--- src/rtl/bcsf_pkg.sv ---
// Shared types and constants for the binary cave smoothing filter.
// Used by bcsf_lane, bcsf_row and binary_cave_smoothing_filter; no dependencies.
`default_nettype none

package bcsf_pkg;

  localparam int CELLS_W = 64;  // line width on the stream ports
  localparam int WIDTH_W = 7;   // active_width register width
  localparam int INDEX_W = 8;   // configuration register index width

  // configuration register indexes
  localparam logic [INDEX_W-1:0] REG_ACTIVE_WIDTH = 8'd0;
  localparam logic [INDEX_W-1:0] REG_USE_FAR_RULE = 8'd1;

  localparam logic [WIDTH_W-1:0] ACTIVE_WIDTH_RST = 7'd44;

  // thresholds of the automaton rule
  localparam logic [3:0] NEAR_MIN = 4'd5;
  localparam logic [4:0] FAR_MAX  = 5'd2;

  // lines_seen saturates here: a full five-line window is available
  localparam logic [1:0] SEEN_FULL = 2'd3;
  localparam logic [1:0] SEEN_TWO  = 2'd2;
  localparam logic [1:0] SEEN_ONE  = 2'd1;
  localparam logic [1:0] SEEN_NONE = 2'd0;

  // control that travels from the sequencer to the lane row
  typedef struct packed {
    logic               smooth;    // apply the rule to interior cells
    logic               use_far;   // far rule enabled
    logic [WIDTH_W-1:0] width;     // effective width, already clamped
  } row_ctrl_t;

endpackage

`default_nettype wire

--- src/rtl/bcsf_lane.sv ---
// One lane: wall decision for a single cell from its 5x5 neighbourhood.
// Depends on bcsf_pkg.
`default_nettype none

module bcsf_lane (
  input  wire logic [4:0][4:0] win,      // [row][col], row 2 col 2 is the cell
  input  wire logic            use_far,
  output logic                 wall
);
  import bcsf_pkg::*;

  logic [3:0] near_cnt;
  logic [4:0] far_cnt;

  always_comb begin
    near_cnt = '0;
    far_cnt  = '0;
    for (int r = 1; r <= 3; r++) begin
      for (int c = 1; c <= 3; c++) begin
        near_cnt = near_cnt + 4'(win[r][c]);
      end
    end
    far_cnt = 5'(near_cnt);
    for (int c = 1; c <= 3; c++) begin
      far_cnt = far_cnt + 5'(win[0][c]) + 5'(win[4][c]);
    end
    for (int r = 1; r <= 3; r++) begin
      far_cnt = far_cnt + 5'(win[r][0]) + 5'(win[r][4]);
    end
    wall = (near_cnt >= NEAR_MIN) || (use_far && (far_cnt <= FAR_MAX));
  end

endmodule

`default_nettype wire

--- src/rtl/bcsf_row.sv ---
// Row of smoothing lanes plus the merge of lane results with border pass-through
// and width masking. Depends on bcsf_pkg and bcsf_lane.
`default_nettype none

module bcsf_row #(
  parameter int LANES = 64
) (
  input  wire logic [4:0][LANES-1:0] rows,   // row 2 is the line being produced
  input  wire bcsf_pkg::row_ctrl_t   ctrl,
  output logic [LANES-1:0]           cells
);
  import bcsf_pkg::*;

  logic [4:0][LANES+3:0] pad;
  logic [LANES-1:0]      mask;
  logic [LANES-1:0]      interior;
  logic [LANES-1:0]      wall;

  for (genvar i = 0; i < LANES; i++) begin : g_mask
    localparam logic [7:0] POS = 8'(i);
    assign mask[i]     = POS < {1'b0, ctrl.width};
    assign interior[i] = (POS != 8'd0) && ((POS + 8'd2) <= {1'b0, ctrl.width});
  end

  // pad two floor cells on each side; cells beyond the width read as floor
  for (genvar r = 0; r < 5; r++) begin : g_pad
    assign pad[r] = {2'b00, rows[r] & mask, 2'b00};
  end

  for (genvar i = 0; i < LANES; i++) begin : g_lane
    logic [4:0][4:0] win;
    for (genvar r = 0; r < 5; r++) begin : g_win
      assign win[r] = pad[r][i+4:i];
    end
    bcsf_lane u_lane (
      .win     (win),
      .use_far (ctrl.use_far),
      .wall    (wall[i])
    );
  end

  // merge: interior cells take the lane decision, border cells pass through
  always_comb begin
    for (int i = 0; i < LANES; i++) begin
      cells[i] = mask[i] & ((ctrl.smooth && interior[i]) ? wall[i] : rows[2][i]);
    end
  end

endmodule

`default_nettype wire

--- src/rtl/binary_cave_smoothing_filter.sv ---
// Top level of the binary cave smoothing filter: stream ports, line history,
// result sequencer and output register. Depends on bcsf_pkg and bcsf_row.
//
// Usage:
//   s_axis carries one map line per transaction (tdata = line_cells, tlast =
//   last_line). m_axis returns result lines (tdata = out_cells, tlast =
//   last_of_run, tuser = end_of_frame). The cfg channel writes active_width
//   (index 0) and use_far_rule (index 1); cfg_ready is always high, and
//   writes are expected only while the block is idle.
//   Throughput: one line per cycle while m_axis_tready stays high, except at
//   frame end: a line that causes one result is taken every cycle; the last
//   line of a frame causes up to three results and so occupies the result
//   sequencer, one result at a time. Each result passes through the job
//   register and then the output register before it appears on m_axis.
//   The first two lines of a frame cause no result unless one is the last line.
//   All lanes of the row evaluate one whole line together, combinationally.
//   Reset clears the line history, the line count, the job and the output
//   valid flag, and loads active_width = 44 and use_far_rule = 1.
//   When the receiver stalls, the output register holds its line; the job
//   register holds the pending results, and s_axis_tready drops once the
//   job cannot retire, so no line is lost.
`default_nettype none

module binary_cave_smoothing_filter #(
  parameter int MAX_WIDTH = 64
) (
  input  wire logic                           clk,
  input  wire logic                           rst,
  // input line stream
  input  wire logic                           s_axis_tvalid,
  output logic                                s_axis_tready,
  input  wire logic [bcsf_pkg::CELLS_W-1:0]   s_axis_tdata,   // [63:0] line_cells
  input  wire logic                           s_axis_tlast,   // last_line
  // result line stream
  output logic                                m_axis_tvalid,
  input  wire logic                           m_axis_tready,
  output logic [bcsf_pkg::CELLS_W-1:0]        m_axis_tdata,   // [63:0] out_cells
  output logic                                m_axis_tlast,   // last_of_run
  output logic                                m_axis_tuser,   // [0] end_of_frame
  // configuration writes
  input  wire logic                           cfg_valid,
  output logic                                cfg_ready,
  input  wire logic [bcsf_pkg::INDEX_W-1:0]   cfg_index,
  input  wire logic [bcsf_pkg::WIDTH_W-1:0]   cfg_data
);
  import bcsf_pkg::*;

  localparam logic [WIDTH_W-1:0] MAX_W = WIDTH_W'(MAX_WIDTH);

  // configuration
  logic [WIDTH_W-1:0] active_width;
  logic               use_far_rule;

  // line history, index 0 is the newest line
  logic [3:0][MAX_WIDTH-1:0] hist;
  logic [1:0]                lines_seen;

  // job register: snapshot of the window taken when a line is accepted
  logic                      job_valid;
  logic [1:0]                job_j;       // current result slot
  logic [1:0]                job_end;     // final result slot
  logic [1:0]                job_k;       // lines_seen at acceptance
  logic                      job_last;
  logic [4:0][MAX_WIDTH-1:0] snap;        // p3, p2, p1, p0, current line

  // output register
  logic                 out_valid;
  logic [CELLS_W-1:0]   out_cells;
  logic                 out_last;
  logic                 out_eof;

  logic                 out_free;
  logic                 emit;
  logic                 job_done;
  logic                 accept;
  logic                 has_result;
  logic [1:0]           j_start;
  logic [1:0]           j_end;

  logic [6:0][MAX_WIDTH-1:0] seq_rows;
  logic [4:0][MAX_WIDTH-1:0] win_rows;
  row_ctrl_t                 ctrl;
  logic [MAX_WIDTH-1:0]      row_cells;
  logic                      res_final;

  assign cfg_ready = 1'b1;

  always_ff @(posedge clk) begin
    if (rst) begin
      active_width <= ACTIVE_WIDTH_RST;
      use_far_rule <= 1'b1;
    end else if (cfg_valid) begin
      unique case (cfg_index)
        REG_ACTIVE_WIDTH: active_width <= cfg_data;
        REG_USE_FAR_RULE: use_far_rule <= cfg_data[0];
        default: ;
      endcase
    end
  end

  // handshake: the job retires when its final result moves to the output
  assign out_free      = !out_valid || m_axis_tready;
  assign emit          = job_valid && out_free;
  assign job_done      = emit && (job_j == job_end);
  assign s_axis_tready = !job_valid || job_done;
  assign accept        = s_axis_tvalid && s_axis_tready;

  // result slots: slot j smooths or passes window rows j..j+4 of
  // {p3, p2, p1, p0, cur, floor, floor}; the line produced is the window centre
  always_comb begin
    has_result = s_axis_tlast || (lines_seen == SEEN_TWO) || (lines_seen == SEEN_FULL);
    j_end      = s_axis_tlast ? 2'd2 : 2'd0;
    j_start    = 2'd0;
    if (s_axis_tlast) begin
      case (lines_seen) inside
        SEEN_FULL, SEEN_TWO: j_start = 2'd0;
        SEEN_ONE:            j_start = 2'd1;
        default:             j_start = 2'd2;
      endcase
    end
  end

  always_ff @(posedge clk) begin
    if (rst) begin
      job_valid  <= 1'b0;
      job_j      <= '0;
      job_end    <= '0;
      job_k      <= SEEN_NONE;
      job_last   <= 1'b0;
      lines_seen <= SEEN_NONE;
      hist       <= '0;
    end else begin
      if (accept) begin
        job_valid <= has_result;
        job_j     <= j_start;
        job_end   <= j_end;
        job_k     <= lines_seen;
        job_last  <= s_axis_tlast;
        // clear the history at frame end, else shift the new line in
        if (s_axis_tlast) begin
          hist       <= '0;
          lines_seen <= SEEN_NONE;
        end else begin
          hist <= {hist[2:0], s_axis_tdata[MAX_WIDTH-1:0]};
          if (lines_seen != SEEN_FULL) begin
            lines_seen <= lines_seen + 2'd1;
          end
        end
      end else if (job_done) begin
        job_valid <= 1'b0;
      end else if (emit) begin
        job_j <= job_j + 2'd1;
      end
    end
  end

  // window snapshot: payload only, no reset
  always_ff @(posedge clk) begin
    if (accept) begin
      snap <= {hist[3], hist[2], hist[1], hist[0], s_axis_tdata[MAX_WIDTH-1:0]};
    end
  end

  // select the five rows of the current slot
  always_comb begin
    seq_rows = {snap[4], snap[3], snap[2], snap[1], snap[0],
                {MAX_WIDTH{1'b0}}, {MAX_WIDTH{1'b0}}};
    for (int i = 0; i < 5; i++) begin
      win_rows[i] = seq_rows[3'd6 - (3'(job_j) + 3'(i))];
    end
    ctrl.smooth  = ((job_j == 2'd0) && (job_k == SEEN_FULL)) ||
                   ((job_j == 2'd1) && ((job_k == SEEN_TWO) || (job_k == SEEN_FULL)));
    ctrl.use_far = use_far_rule;
    ctrl.width   = (active_width > MAX_W) ? MAX_W : active_width;
    res_final    = (job_j == job_end);
  end

  bcsf_row #(
    .LANES (MAX_WIDTH)
  ) u_row (
    .rows  (win_rows),
    .ctrl  (ctrl),
    .cells (row_cells)
  );

  // output register: advance on emit, drop valid once taken
  always_ff @(posedge clk) begin
    if (rst) begin
      out_valid <= 1'b0;
    end else if (emit) begin
      out_valid <= 1'b1;
    end else if (m_axis_tready) begin
      out_valid <= 1'b0;
    end
  end

  always_ff @(posedge clk) begin
    if (emit) begin
      out_cells <= CELLS_W'(row_cells);
      out_last  <= res_final;
      out_eof   <= res_final && job_last;
    end
  end

  assign m_axis_tvalid = out_valid;
  assign m_axis_tdata  = out_cells;
  assign m_axis_tlast  = out_last;
  assign m_axis_tuser  = out_eof;

endmodule

`default_nettype wire

--- config.mk ---
export PLATFORM = sky130hd
export DESIGN_NAME = binary_cave_smoothing_filter
export DESIGN_NICKNAME = d
export VERILOG_FILES = /design/src/rtl/bcsf_pkg.sv /design/src/rtl/bcsf_lane.sv /design/src/rtl/bcsf_row.sv /design/src/rtl/binary_cave_smoothing_filter.sv
export SDC_FILE = /design/constraint.sdc
export NUM_CORES = 2
export LEC_CHECK = 0
export BUFFER_PORTS_ARGS = -buffer_cell sky130_fd_sc_hd__buf_2
export CAP_MARGIN = 20
export CORE_MARGIN = 8
export CORE_UTILIZATION = 50
export CTS_CLUSTER_SIZE = 12
export DETAILED_ROUTE_END_ITERATION = 7
export PLACE_DENSITY = 0.72
export SLEW_MARGIN = 40
export SYNTH_ARGS = -nofsm -noshare
export SYNTH_HDL_FRONTEND = slang
export SYNTH_SLANG_ARGS = --single-unit
--- constraint.sdc ---
create_clock -name clk -period 10.82 [get_ports clk]
set_clock_uncertainty 0.2 [all_clocks]
set_input_delay 2.164 -clock clk [delete_from_list [all_inputs] [get_ports clk]]
set_output_delay 2.164 -clock clk [all_outputs]
set_load 0.05 [all_outputs]
==> run metrics <==
outcome completed; relative slew slack 0.382; antenna viol nets, final 0; Worst setup SP type flip-flop; Post-DP Area 0.0722 mm²; Vias 53,481; die footprint 0.152 mm²; max-cap viol count 0; initial antenna violation count 10; Slew Limit Fails 0; Critical Path Slowest Stage Cell dfxtp_4; Root Driver clkbuf_16; via/cell ratio 5.83; initial drt markers 4,523; switching pwr 0.0108 W; clk buf depth 3; Rows 137; drt drc 0; PwrDens 312 mW/mm²; Num CTS Buffers 76; largest cells by area after synthesis fa_1 21%, edfxtp_1 17%, ha_1 12%; Die W 390 µm; Critical Path AT 10.15 ns; Peak VDD IR 0.204 mV; I/O pin count 154; post-CTS setup buffer count 0; WL/cell 21.5 µm; post-synthesis cell count 7,241; post-route cell area 0.0748 mm²; Die Y 390 µm; cts hold-fix bufs 0; layout cells sized above 1 0.0812; Worst Tran Pin Value 0.917 ns; clock power share 0.113; nets@finish 8,743; Seq/Total Area, Yosys 0.244; Synth area leader fa_1; Post-Syn Nets 8,749; crit path max fanout 35; H-tree depth 3; CP endpoint kind flip-flop; part of the power in registers 0.122; highest clock rate 101 MHz; Comb power frac 0.764; Final min period 9.89 ns; number of distinct library cells after synthesis 95; syn avg cell area 9.66 µm²; Synth Register Bits 659; RSZ-0062 raised after global routing no; ys flop type edfxtp_1; clk sinks 659; Most Frequent Cell on Critical Path fa_1; Pre-antenna DRT Iters 8; final setup fails 0; fin crit share 0.914; overflow left after global routing 0; gr usage total 0.255; EDFF count, synth 386; internal power 0.0125 W; Gates resized, CTS repair 0; asr flop ratio synth 0; CTS tree done; Starting Density 0.502; global-route wire length before repair 307 mm; # port buffers 152; Post-synth top cells 1,128 x inv_1, 746 x fa_1, 677 x ha_1; largest net degree at the start of global routing 167; Yosys top cell area share 0.214; Required @ worst endpoint 11.09 ns; worst-skew pair later-pin latency 0.70 ns; CP Class reg -> reg; Warnings, synthesis 0; max incr delay on CP 0.70 ns; synthesis-to-layout area growth 6.98%; Lkg Pwr 34.0 nW; Sw Share 0.464; final hold vios 0; final wirelength 197 mm; Detail Placement HPWL 151 mm; placeable core area 0.139 mm²; GP Congestion 0.951; Worst Hold Class reg -> reg; mapped cell area 0.0699 mm²; setup TNS 0 ns; count leader, synth inv_1; vias in the first global route 54,399; clock slew at reported path FFs 0.06 ns
## area by class of cell
| cell class | instances | area [µm²] |
|---|---|---|
| Multi-Input combinational cell | 5143 | 47100 |
| Timing Repair Buffer | 225 | 1550 |
| Clock buffer | 103 | 2110 |
| Clock inverter | 33 | 373 |
| Tap cell | 1876 | 2350 |
| Inverter | 1130 | 4250 |
| Fill cell | 12380 | 64400 |
| Sequential cell | 659 | 17100 |
| Antenna cell | 3 | 7.51 |
## per-stage QoR
stage / instances / setup WS, ns / hold WS [ns] / util / power, W
final: 9172 / 0.933 / 0.222 / 0.537 / 0.0234
after global routing: 9169 / 0.653 / 0.227 / 0.537 / 0.0262
after detailed placement: 9029 / 1.02 / 0.215 / 0.518 / 0.0206
after CTS: 9165 / 1.01 / 0.220 / 0.536 / 0.0234
after floorplan: 7241 / 1.96 / 0.208 / - / 0.0169
after global placement: 9028 / 0.982 / 0.212 / 0.518 / 0.0196
## worst paths after layout
check | start | endpoint | slack, ns | depth (start not counted)
hold / removal | hist[194] | seq_rows[386] | 0.22 | 0
setup / recovery | job_j[1] | m_axis_tdata[47] | 0.93 | 28
hold reg to reg | hist[194] | seq_rows[386] | 0.22 | 0
setup reg to reg | job_j[1] | m_axis_tdata[47] | 0.93 | 28
## state kept, by name, indices dropped and copies added, names as in the netlist
name	cells
seq_rows	320
job_j	2
m_axis_tuser	1
active_width	7
m_axis_tlast	1
use_far_rule	1
lines_seen	2
hist	256
job_end	1
m_axis_tdata	64
job_k	2
job_valid	1
m_axis_tvalid	1
## power by group through the flow
stage / Sequential, W / Clock (W) / Combinational [W]
global route: 0.00287 / 0.00278 / 0.0206
floorplan: 0.00292 / 0 / 0.0140
global placement: 0.00291 / 0 / 0.0167
finish: 0.00286 / 0.00265 / 0.0179
detailed placement: 0.00291 / 0 / 0.0177
CTS: 0.00286 / 0.00269 / 0.0179
## cell usage in the layout, fill, tap and decap left out, drive strengths merged, types with 32 or more instances in the layout
master and n:
a21oi 583, nand2 560, or3 45, o21ai 348, xor2 76, a221oi 32
nand2b 82, o21a 51, o211ai 60, nor2b 196, a211oi 66, fa 746
nor2 282, a31oi 32, a211o 39, xnor2 99, or2 130, dfxtp 273
mux2 80, nand3b 267, ha 677, nand3 35, buf 225, inv 1137
mux2i 289, nor3 65, edfxtp 386, clkbuf 103
## routing by layer
layer / wire [µm] / part of all wire / track usage
met5: 55 / 0.00028 / 0
met4: 8650 / 0.044 / 0.102
met3: 16000 / 0.081 / 0.0458
met2: 90200 / 0.46 / 0.413
met1: 82200 / 0.42 / 0.339
## cells by family after synthesis
group / Yosys count / synth area share
and+or+nand+nor: 1759 / 0.134
DFF: 659 / 0.244
adders and majority gates: 1423 / 0.335
buffers and inverters: 1439 / 0.0844
other: 1 / 0.0000536
xor gates and xnor gates: 175 / 0.0219
AOI/OAI and AO/OA: 1397 / 0.121
muxes: 388 / 0.0604
## critical path: cells and delay by family, from the launching register on
kind / cells / cell delay (ns)
AOI/OAI and AO/OA: 7 / 1.52
xor gates and xnor gates: 1 / 0.18
adders and majority gates: 11 / 5.03
buffers and inverters: 7 / 1.06
DFF: 1 / 0.70
and+or+nand+nor: 2 / 0.88
Note: power is estimated with default switching activity, not from simulation.
